==> config.mk <==
export PLATFORM = sky130hd
export DESIGN_NAME = vpc_horner_step
export DESIGN_NICKNAME = d
export VERILOG_FILES = /design/src/rtl/vpc_pkg.sv /design/src/rtl/vpc_horner_step.sv
export SDC_FILE = /design/constraint.sdc
export NUM_CORES = 2
export LEC_CHECK = 0
export BUFFER_PORTS_ARGS = -buffer_cell sky130_fd_sc_hd__buf_2
export CAP_MARGIN = 15
export CELL_PAD_IN_SITES_DETAIL_PLACEMENT = 1
export CELL_PAD_IN_SITES_GLOBAL_PLACEMENT = 1
export CORE_ASPECT_RATIO = 1.4
export CORE_MARGIN = 2
export CORE_UTILIZATION = 46
export CTS_CLUSTER_DIAMETER = 150
export DETAILED_ROUTE_END_ITERATION = 8
export PLACE_DENSITY = 0.88
export SYNTH_ARGS = -nofsm -noshare
export SYNTH_HDL_FRONTEND = slang
export SYNTH_SLANG_ARGS = --single-unit
export TNS_END_PERCENT = 30
==> constraint.sdc <==
create_clock -name clk -period 4.5 [get_ports clk]
set_input_delay 0.45 -clock clk [delete_from_list [all_inputs] [get_ports clk]]
set_output_delay 0.45 -clock clk [all_outputs]
set_load 0.005 [all_outputs]
==> src/rtl/vpc_pkg.sv <==
// Shared types and constants for the voxel polynomial calibration pipeline.
package vpc_pkg;

	localparam int VOX_W = 16;
	localparam int COEF_W = 32;
	localparam int ACC_W = 64;
	localparam int PROD_W = ACC_W + VOX_W;
	localparam int OUT_W = 32;
	localparam int DEG_W = 3;
	localparam int NUM_COEFS = 7;
	localparam int CFG_IDX_W = 3;
	localparam int CFG_DATA_W = 32;

	localparam int DEF_MAX_DEGREE = 6;
	localparam int DEF_COEF_FRAC_BITS = 24;

	// Register indexes on the configuration port.
	localparam logic [CFG_IDX_W-1:0] CFG_DEGREE = 3'd0;
	localparam logic [CFG_IDX_W-1:0] CFG_COEF_BASE = 3'd1;

	localparam logic [DEG_W-1:0] DEGREE_RESET = 3'd1;
	localparam logic signed [COEF_W-1:0] COEF_P1_RESET = 32'sd16777216;

	localparam logic signed [ACC_W-1:0] ACC_MAX = {1'b0, {(ACC_W-1){1'b1}}};
	localparam logic signed [ACC_W-1:0] ACC_MIN = {1'b1, {(ACC_W-1){1'b0}}};
	localparam logic signed [OUT_W-1:0] OUT_MAX = {1'b0, {(OUT_W-1){1'b1}}};
	localparam logic signed [OUT_W-1:0] OUT_MIN = {1'b1, {(OUT_W-1){1'b0}}};

	// Payload that travels down the Horner chain.
	typedef struct packed {
		logic signed [VOX_W-1:0] x;
		logic signed [ACC_W-1:0] acc;
		logic                    sat;
	} vpc_item_t;

endpackage

==> src/rtl/vpc_horner_step.sv <==
// One Horner step: a registered multiply by the voxel, then a registered saturating add.
module vpc_horner_step (
	input  logic                                   clk,
	input  logic                                   arst_n,
	input  logic                                   active,
	input  logic signed [vpc_pkg::COEF_W-1:0]      coef,
	input  logic                                   in_valid,
	output logic                                   in_ready,
	input  vpc_pkg::vpc_item_t                     in_item,
	output logic                                   out_valid,
	input  logic                                   out_ready,
	output vpc_pkg::vpc_item_t                     out_item
);

	logic                                   v_s1;
	logic signed [vpc_pkg::VOX_W-1:0]       x_s1;
	logic signed [vpc_pkg::PROD_W-1:0]      prod_s1;
	logic                                   sat_s1;
	logic                                   v_s2;
	vpc_pkg::vpc_item_t                     item_s2;

	logic                                   en_s1;
	logic                                   en_s2;
	logic signed [vpc_pkg::PROD_W-1:0]      prod_d;
	logic                                   prod_ovf;
	logic signed [vpc_pkg::ACC_W-1:0]       prod_sat;
	logic signed [vpc_pkg::ACC_W:0]         sum;
	logic                                   sum_ovf;
	logic signed [vpc_pkg::ACC_W-1:0]       acc_d;

	assign en_s2    = !v_s2 || out_ready;
	assign en_s1    = !v_s1 || en_s2;
	assign in_ready = en_s1;

	// A step above the configured degree passes the accumulator through unchanged.
	always_comb begin
		if (active) begin
			prod_d = in_item.acc * in_item.x;
		end else begin
			prod_d = vpc_pkg::PROD_W'(in_item.acc);
		end
	end

	always_comb begin
		prod_ovf = !((&prod_s1[vpc_pkg::PROD_W-1:vpc_pkg::ACC_W-1]) ||
			!(|prod_s1[vpc_pkg::PROD_W-1:vpc_pkg::ACC_W-1]));
		if (prod_ovf) begin
			prod_sat = prod_s1[vpc_pkg::PROD_W-1] ? vpc_pkg::ACC_MIN : vpc_pkg::ACC_MAX;
		end else begin
			prod_sat = prod_s1[vpc_pkg::ACC_W-1:0];
		end
		sum = {prod_sat[vpc_pkg::ACC_W-1], prod_sat};
		if (active) begin
			sum = sum + {{(vpc_pkg::ACC_W+1-vpc_pkg::COEF_W){coef[vpc_pkg::COEF_W-1]}}, coef};
		end
		sum_ovf = sum[vpc_pkg::ACC_W] != sum[vpc_pkg::ACC_W-1];
		if (sum_ovf) begin
			acc_d = sum[vpc_pkg::ACC_W] ? vpc_pkg::ACC_MIN : vpc_pkg::ACC_MAX;
		end else begin
			acc_d = sum[vpc_pkg::ACC_W-1:0];
		end
	end

	always_ff @(posedge clk or negedge arst_n) begin
		if (!arst_n) begin
			v_s1 <= 1'b0;
			v_s2 <= 1'b0;
		end else begin
			if (en_s1) begin
				v_s1 <= in_valid;
			end
			if (en_s2) begin
				v_s2 <= v_s1;
			end
		end
	end

	always_ff @(posedge clk) begin
		if (en_s1 && in_valid) begin
			x_s1    <= in_item.x;
			prod_s1 <= prod_d;
			sat_s1  <= in_item.sat;
		end
		if (en_s2 && v_s1) begin
			item_s2.x   <= x_s1;
			item_s2.acc <= acc_d;
			item_s2.sat <= sat_s1 || prod_ovf || sum_ovf;
		end
	end

	assign out_valid = v_s2;
	assign out_item  = item_s2;

endmodule

==> results of run 1 <==
-- stage by stage --
step           worst slack (ns)  cells
3_5_place_dp              -2.92   7434
2_1_floorplan             -1.87   5310
3_3_place_gp              -2.56   7434
4_1_cts                   -2.14   7545
-- cells by family after synthesis --
family | synth area share [%]
simple gates | 16.4
buf+inv | 11.8
fa+ha+maj | 47.1
compound gates | 9.25
flops | 11.7
xor+xnor | 2.33
mux | 1.43
-- timing repair --
| item | CTS |
|---|---|
| gates cloned | 12 |
| setup buffers | 66 |
| setup endpoints to repair | 138 |
| pin swaps | 117 |
| gates resized for setup | 365 |
| hold endpoints to repair | 2 |
| hold buffers | 1 |
==> run_results.csv, run 1 <==
group,metric,value,unit
clock_tree,htreeDepth,4,
logic_synthesis,synth_warnings,0,
clock_tree,cts_buffer_depth,2,
placement,place.gp.congestion,0.960,
run_status,status,"aborted with a tool error",
placement,dpl_cell_area,0.0555,sq mm
logic_synthesis,synthArstFlopShare,1.11,%
logic_synthesis,yosysMostFrequentCell,"inv_1",
clock_tree,root_buffer,"clkbuf_16",
clock_tree,clock-sinks,180,
logic_synthesis,yosys_register_bits,180,
logic_synthesis,yosys.area.top_type,"fa_1",
placement,dp_hpwl,164000,um
logic_synthesis,synth_edf_count,178,
logic_synthesis,netlist_instances,5310,
placement,io_buffers,200,
global_routing,grt_max_degree,98,
logic_synthesis,yosysTopAreaCellShare,40.5,%
logic_synthesis,netlist_area,0.0462,sq mm
logic_synthesis,ys_top_cells_by_area,"fa_1 (41%), edfxtp_1 (12%), inv_1 (9.4%)",
die,start_util,46.4,%
logic_synthesis,syn-num-nets,6605,
logic_synthesis,synth_seq_area_share,11.7,%
logic_synthesis,synth.distinct_cells,82,
logic_synthesis,synth_ff_type,"edfxtp_1",
die,die_x,272,um
die,num_rows,137,
logic_synthesis,synth_common_cells,"inv_1 (1152), fa_1 (935), nand2_1 (759)",
clock_tree,cts_buffers,17,
die,num_io_pins,201,
run_status,lastStage,"global routing (5_1_grt)",
run_status,error_line,"[ERROR GRT-0183] Net net1829: the 3D maze router ran out of legal paths (heap underflow) - the net is boxed in by local congestion or blockages.",
logic_synthesis,syn_avg_cell_area,8.70,sq um
die,die_h,379,um
==> inputs of run 2 (changes only) <==
Settings changed: CELL_PAD_IN_SITES_DETAIL_PLACEMENT 1 to not set, CELL_PAD_IN_SITES_GLOBAL_PLACEMENT 1 to not set, CORE_ASPECT_RATIO 1.4 to not set, CORE_UTILIZATION 46 to 40, CTS_CLUSTER_DIAMETER 150 to not set, PLACE_DENSITY 0.88 to not set, PLACE_DENSITY_LB_ADDON set to 0.15.
Clock period 4.5 ns to 5.9 ns, I/O delays scaled along.
==> run 2 against run 1 <==
Net effect: the flow now finishes, with violations (negative setup slack); synthesized area stayed put; synthesized cell count stayed put.
==> run_results.csv, run 2 <==
group,metric,value,unit
run_status,status,"finished, violations left",
run_status,violations,"negative setup slack",
timing,setup_viol,52,
die,num_rows,124,
worst_setup_path,cp-start-kind,"primary input",
clock_tree,cts_tree,"done",
worst_setup_path,crit_family,"adder cells",
worst_setup_path,end_kind,"register",
global_routing,grt_max_degree,82,
worst_setup_path,critical_path.max_stage_delay,0.58,ns
global_routing,grt_pass1_vias,41000,
drt,drt_wl_total,165000,um
logic_synthesis,yosys_register_bits,180,
global_routing,grt_usage,28.3,%
die,die_x,344,um
clock_tree,clk_latency,0.47,ns
timing,timing_hold_violations_final,0,
logic_synthesis,synth.distinct_cells,82,
timing,worst_pin_slew,1.12,ns
final_layout,layout_common_cells,"inv_1 (1127), fa_1 (889), nand2_1 (735)",
timing,setup_ws,-0.619,ns
logic_synthesis,ys_top_cells_by_area,"fa_1 (41%), edfxtp_1 (12%), inv_1 (9.4%)",
timing,fmax,153,MHz
global_routing,antenna_found_initial,14,
logic_synthesis,yosysMostFrequentCell,"inv_1",
logic_synthesis,synth_warnings,0,
placement,io_buffers,200,
flow_run,drv_cap,0,
timing,skew,0.0125,ns
worst_setup_path,cp_common_cell,"fa_1",
drt,wl_met3,9270,um
drt,drt_iter0_drc,2766,
logic_synthesis,synth_common_cells,"inv_1 (1152), fa_1 (935), nand2_1 (759)",
logic_synthesis,syn-num-nets,6605,
placement,dpl_cell_area,0.0541,sq mm
logic_synthesis,synthArstFlopShare,1.11,%
die,die_area,0.118,sq mm
final_layout,largest_reg_flops,81,
logic_synthesis,synth_edf_count,178,
timing,slew_viol_final,0,
timing,period_needed,6.52,ns
die,start_util,40.4,%
logic_synthesis,netlist_area,0.0462,sq mm
worst_setup_path,crit_type,"primary input to register",
clock_tree,clk_pin_slew,0.08,ns
logic_synthesis,netlist_instances,5310,
die,die_h,344,um
logic_synthesis,yosysTopAreaCellShare,40.5,%
drt,drt-vias-per-instance,5.15,
drt,met2_length,78300,um
final_layout,area_delta_synth_final,24.9,%
worst_hold_path,hp-class,"primary input to register",
drt,wl_met1,71600,um
final_layout,design_area,0.0577,sq mm
worst_setup_path,crit_arrival,6.72,ns
drt,first_pass_iters,6,
final_layout,layout_commonest_cell,"inv_1",
logic_synthesis,syn_avg_cell_area,8.70,sq um
global_routing,grt_remaining_overflow,0,
timing,rsz0062_at_grt,"yes",
clock_tree,cts_buffers,17,
drt,top_layer,"met5",
drt,detail-route-antenna-nets,0,
drt,wl_per_cell,21.9,um
worst_setup_path,required,6.10,ns
final_layout,drive_gt1_share,22.7,%
timing,relSlewSlack,25.2,%
clock_tree,cts_buffer_depth,2,
logic_synthesis,synth_seq_area_share,11.7,%
placement,dp_hpwl,125000,um
global_routing,grt_pass1_wl,251000,um
drt,dr_total_vias,38900,
final_layout,nets,7315,
logic_synthesis,synth_ff_type,"edfxtp_1",
worst_setup_path,cp_slowest_cell,"fa_1",
worst_setup_path,timing.critical_path.buf_inv,6,
die,core-area,0.115,sq mm
clock_tree,root_buffer,"clkbuf_16",
clock_tree,htreeDepth,4,
placement,place.gp.congestion,0.922,
worst_setup_path,crit_chain,"buf_16 -> buf_12 -> and2_4 -> fa_1 -> inv_1 -> fa_1 -> fa_1 -> inv_2 -> fa_1 -> fa_1 -> fa_1 -> ha_4 -> buf_4 -> nand4_1 -> nor3_4 -> nand2_2 -> a311oi_4 -> buf_6 -> o211ai_1 -> a21bo_2 -> a311o_1 -> a21boi_2 -> o21a_1 -> o31ai_1",
logic_synthesis,yosys.area.top_type,"fa_1",
worst_setup_path,critPathMaxFanout,7,
die,num_io_pins,201,
drt,drc,0,
timing,fin_crit_sh,110,%
clock_tree,clock-sinks,180,
==> run 2: cell counts after synthesis <==
No cell type changed its count.
==> run 2: logic make-up (layout without fill, tap and decap cells) <==
kind of cell	count (synthesis)	in the layout	synth area share (%)
and+or+nand+nor	1650	1650	16.4
buffers and inverters	1440	2163	11.8
adders and majority gates	1177	1177	47.1
muxes	58	58	1.43
DFF	180	180	11.7
other	0	6	0
AOI/OAI and AO/OA	682	682	9.25
xor gates and xnor gates	123	123	2.33
==> run 2: metal layers <==
layer,GRT usage [%],vias up
li1,-,17700
met1,38.7,19900
met2,47.7,1126
met3,2.97,188
met4,8.30,4
met5,0,-
==> run 2: final timing paths <==
check	slack (ns)	startpoint	cells after the start	endpoint
setup / recovery	-0.62	in_item[69]	24	prod_s1[77]
hold / removal	0.29	in_item[0]	1	sat_s1
setup reg to reg	0.26	prod_s1[79]	17	out_item[62]
hold reg to reg	0.42	x_s1[0]	0	out_item[65]
max in group asynchronous	5.37	arst_n	2	v_s1
min in group asynchronous	0.44	arst_n	2	out_valid
==> run 2: stage by stage <==
stage / hold slack [ns] / std cells / utilization, % / TNS, ns / setup WS, ns
after floorplan: 0.294 / 5310 / - / -15.26 / -0.609
after global placement: 0.376 / 7418 / 47.3 / -59.63 / -1.28
after detailed placement: 0.378 / 7418 / 47.3 / -59.10 / -1.28
after CTS: 0.265 / 7528 / 49.9 / -16.39 / -0.606
after global routing: 0.276 / 7548 / 50.4 / -27.01 / -0.791
final: 0.291 / 7551 / 50.4 / -17.13 / -0.619
==> run 2: final cells by class <==
type	instances	area [sq um]
Clock inverter	14	124
Timing Repair Buffer	979	8650
Inverter	1152	4320
Antenna cell	6	15.0
Multi-Input combinational cell	3690	36900
Sequential cell	180	5400
Fill cell	11000	56800
Tap cell	1512	1890
Clock buffer	18	429
==> run 2: what timing repair did <==
item,CTS,global route
pin swaps,101,53
setup endpoints to repair,60,62
hold endpoints to repair,2,0
gates resized for setup,291,103
gates cloned,30,4
hold buffers,1,0
setup buffers,48,14
==> run 2: worst register-to-register path: cells and delay by family (launching register included) <==
| family | cells | cell delay [ns] |
|---|---|---|
| AO/OA/AOI/OAI | 9 | 2.38 |
| XOR/XNOR | 1 | 0.20 |
| adder cells (fa/ha/maj) | 1 | 0.45 |
| buffers and inverters | 1 | 0.22 |
| flip-flops | 1 | 0.55 |
| AND/OR/NAND/NOR | 5 | 1.58 |
Power of run 2 is left out: the tool's default activity adds up to more than one toggle a clock period on the data nets, which glitch-free logic cannot reach.
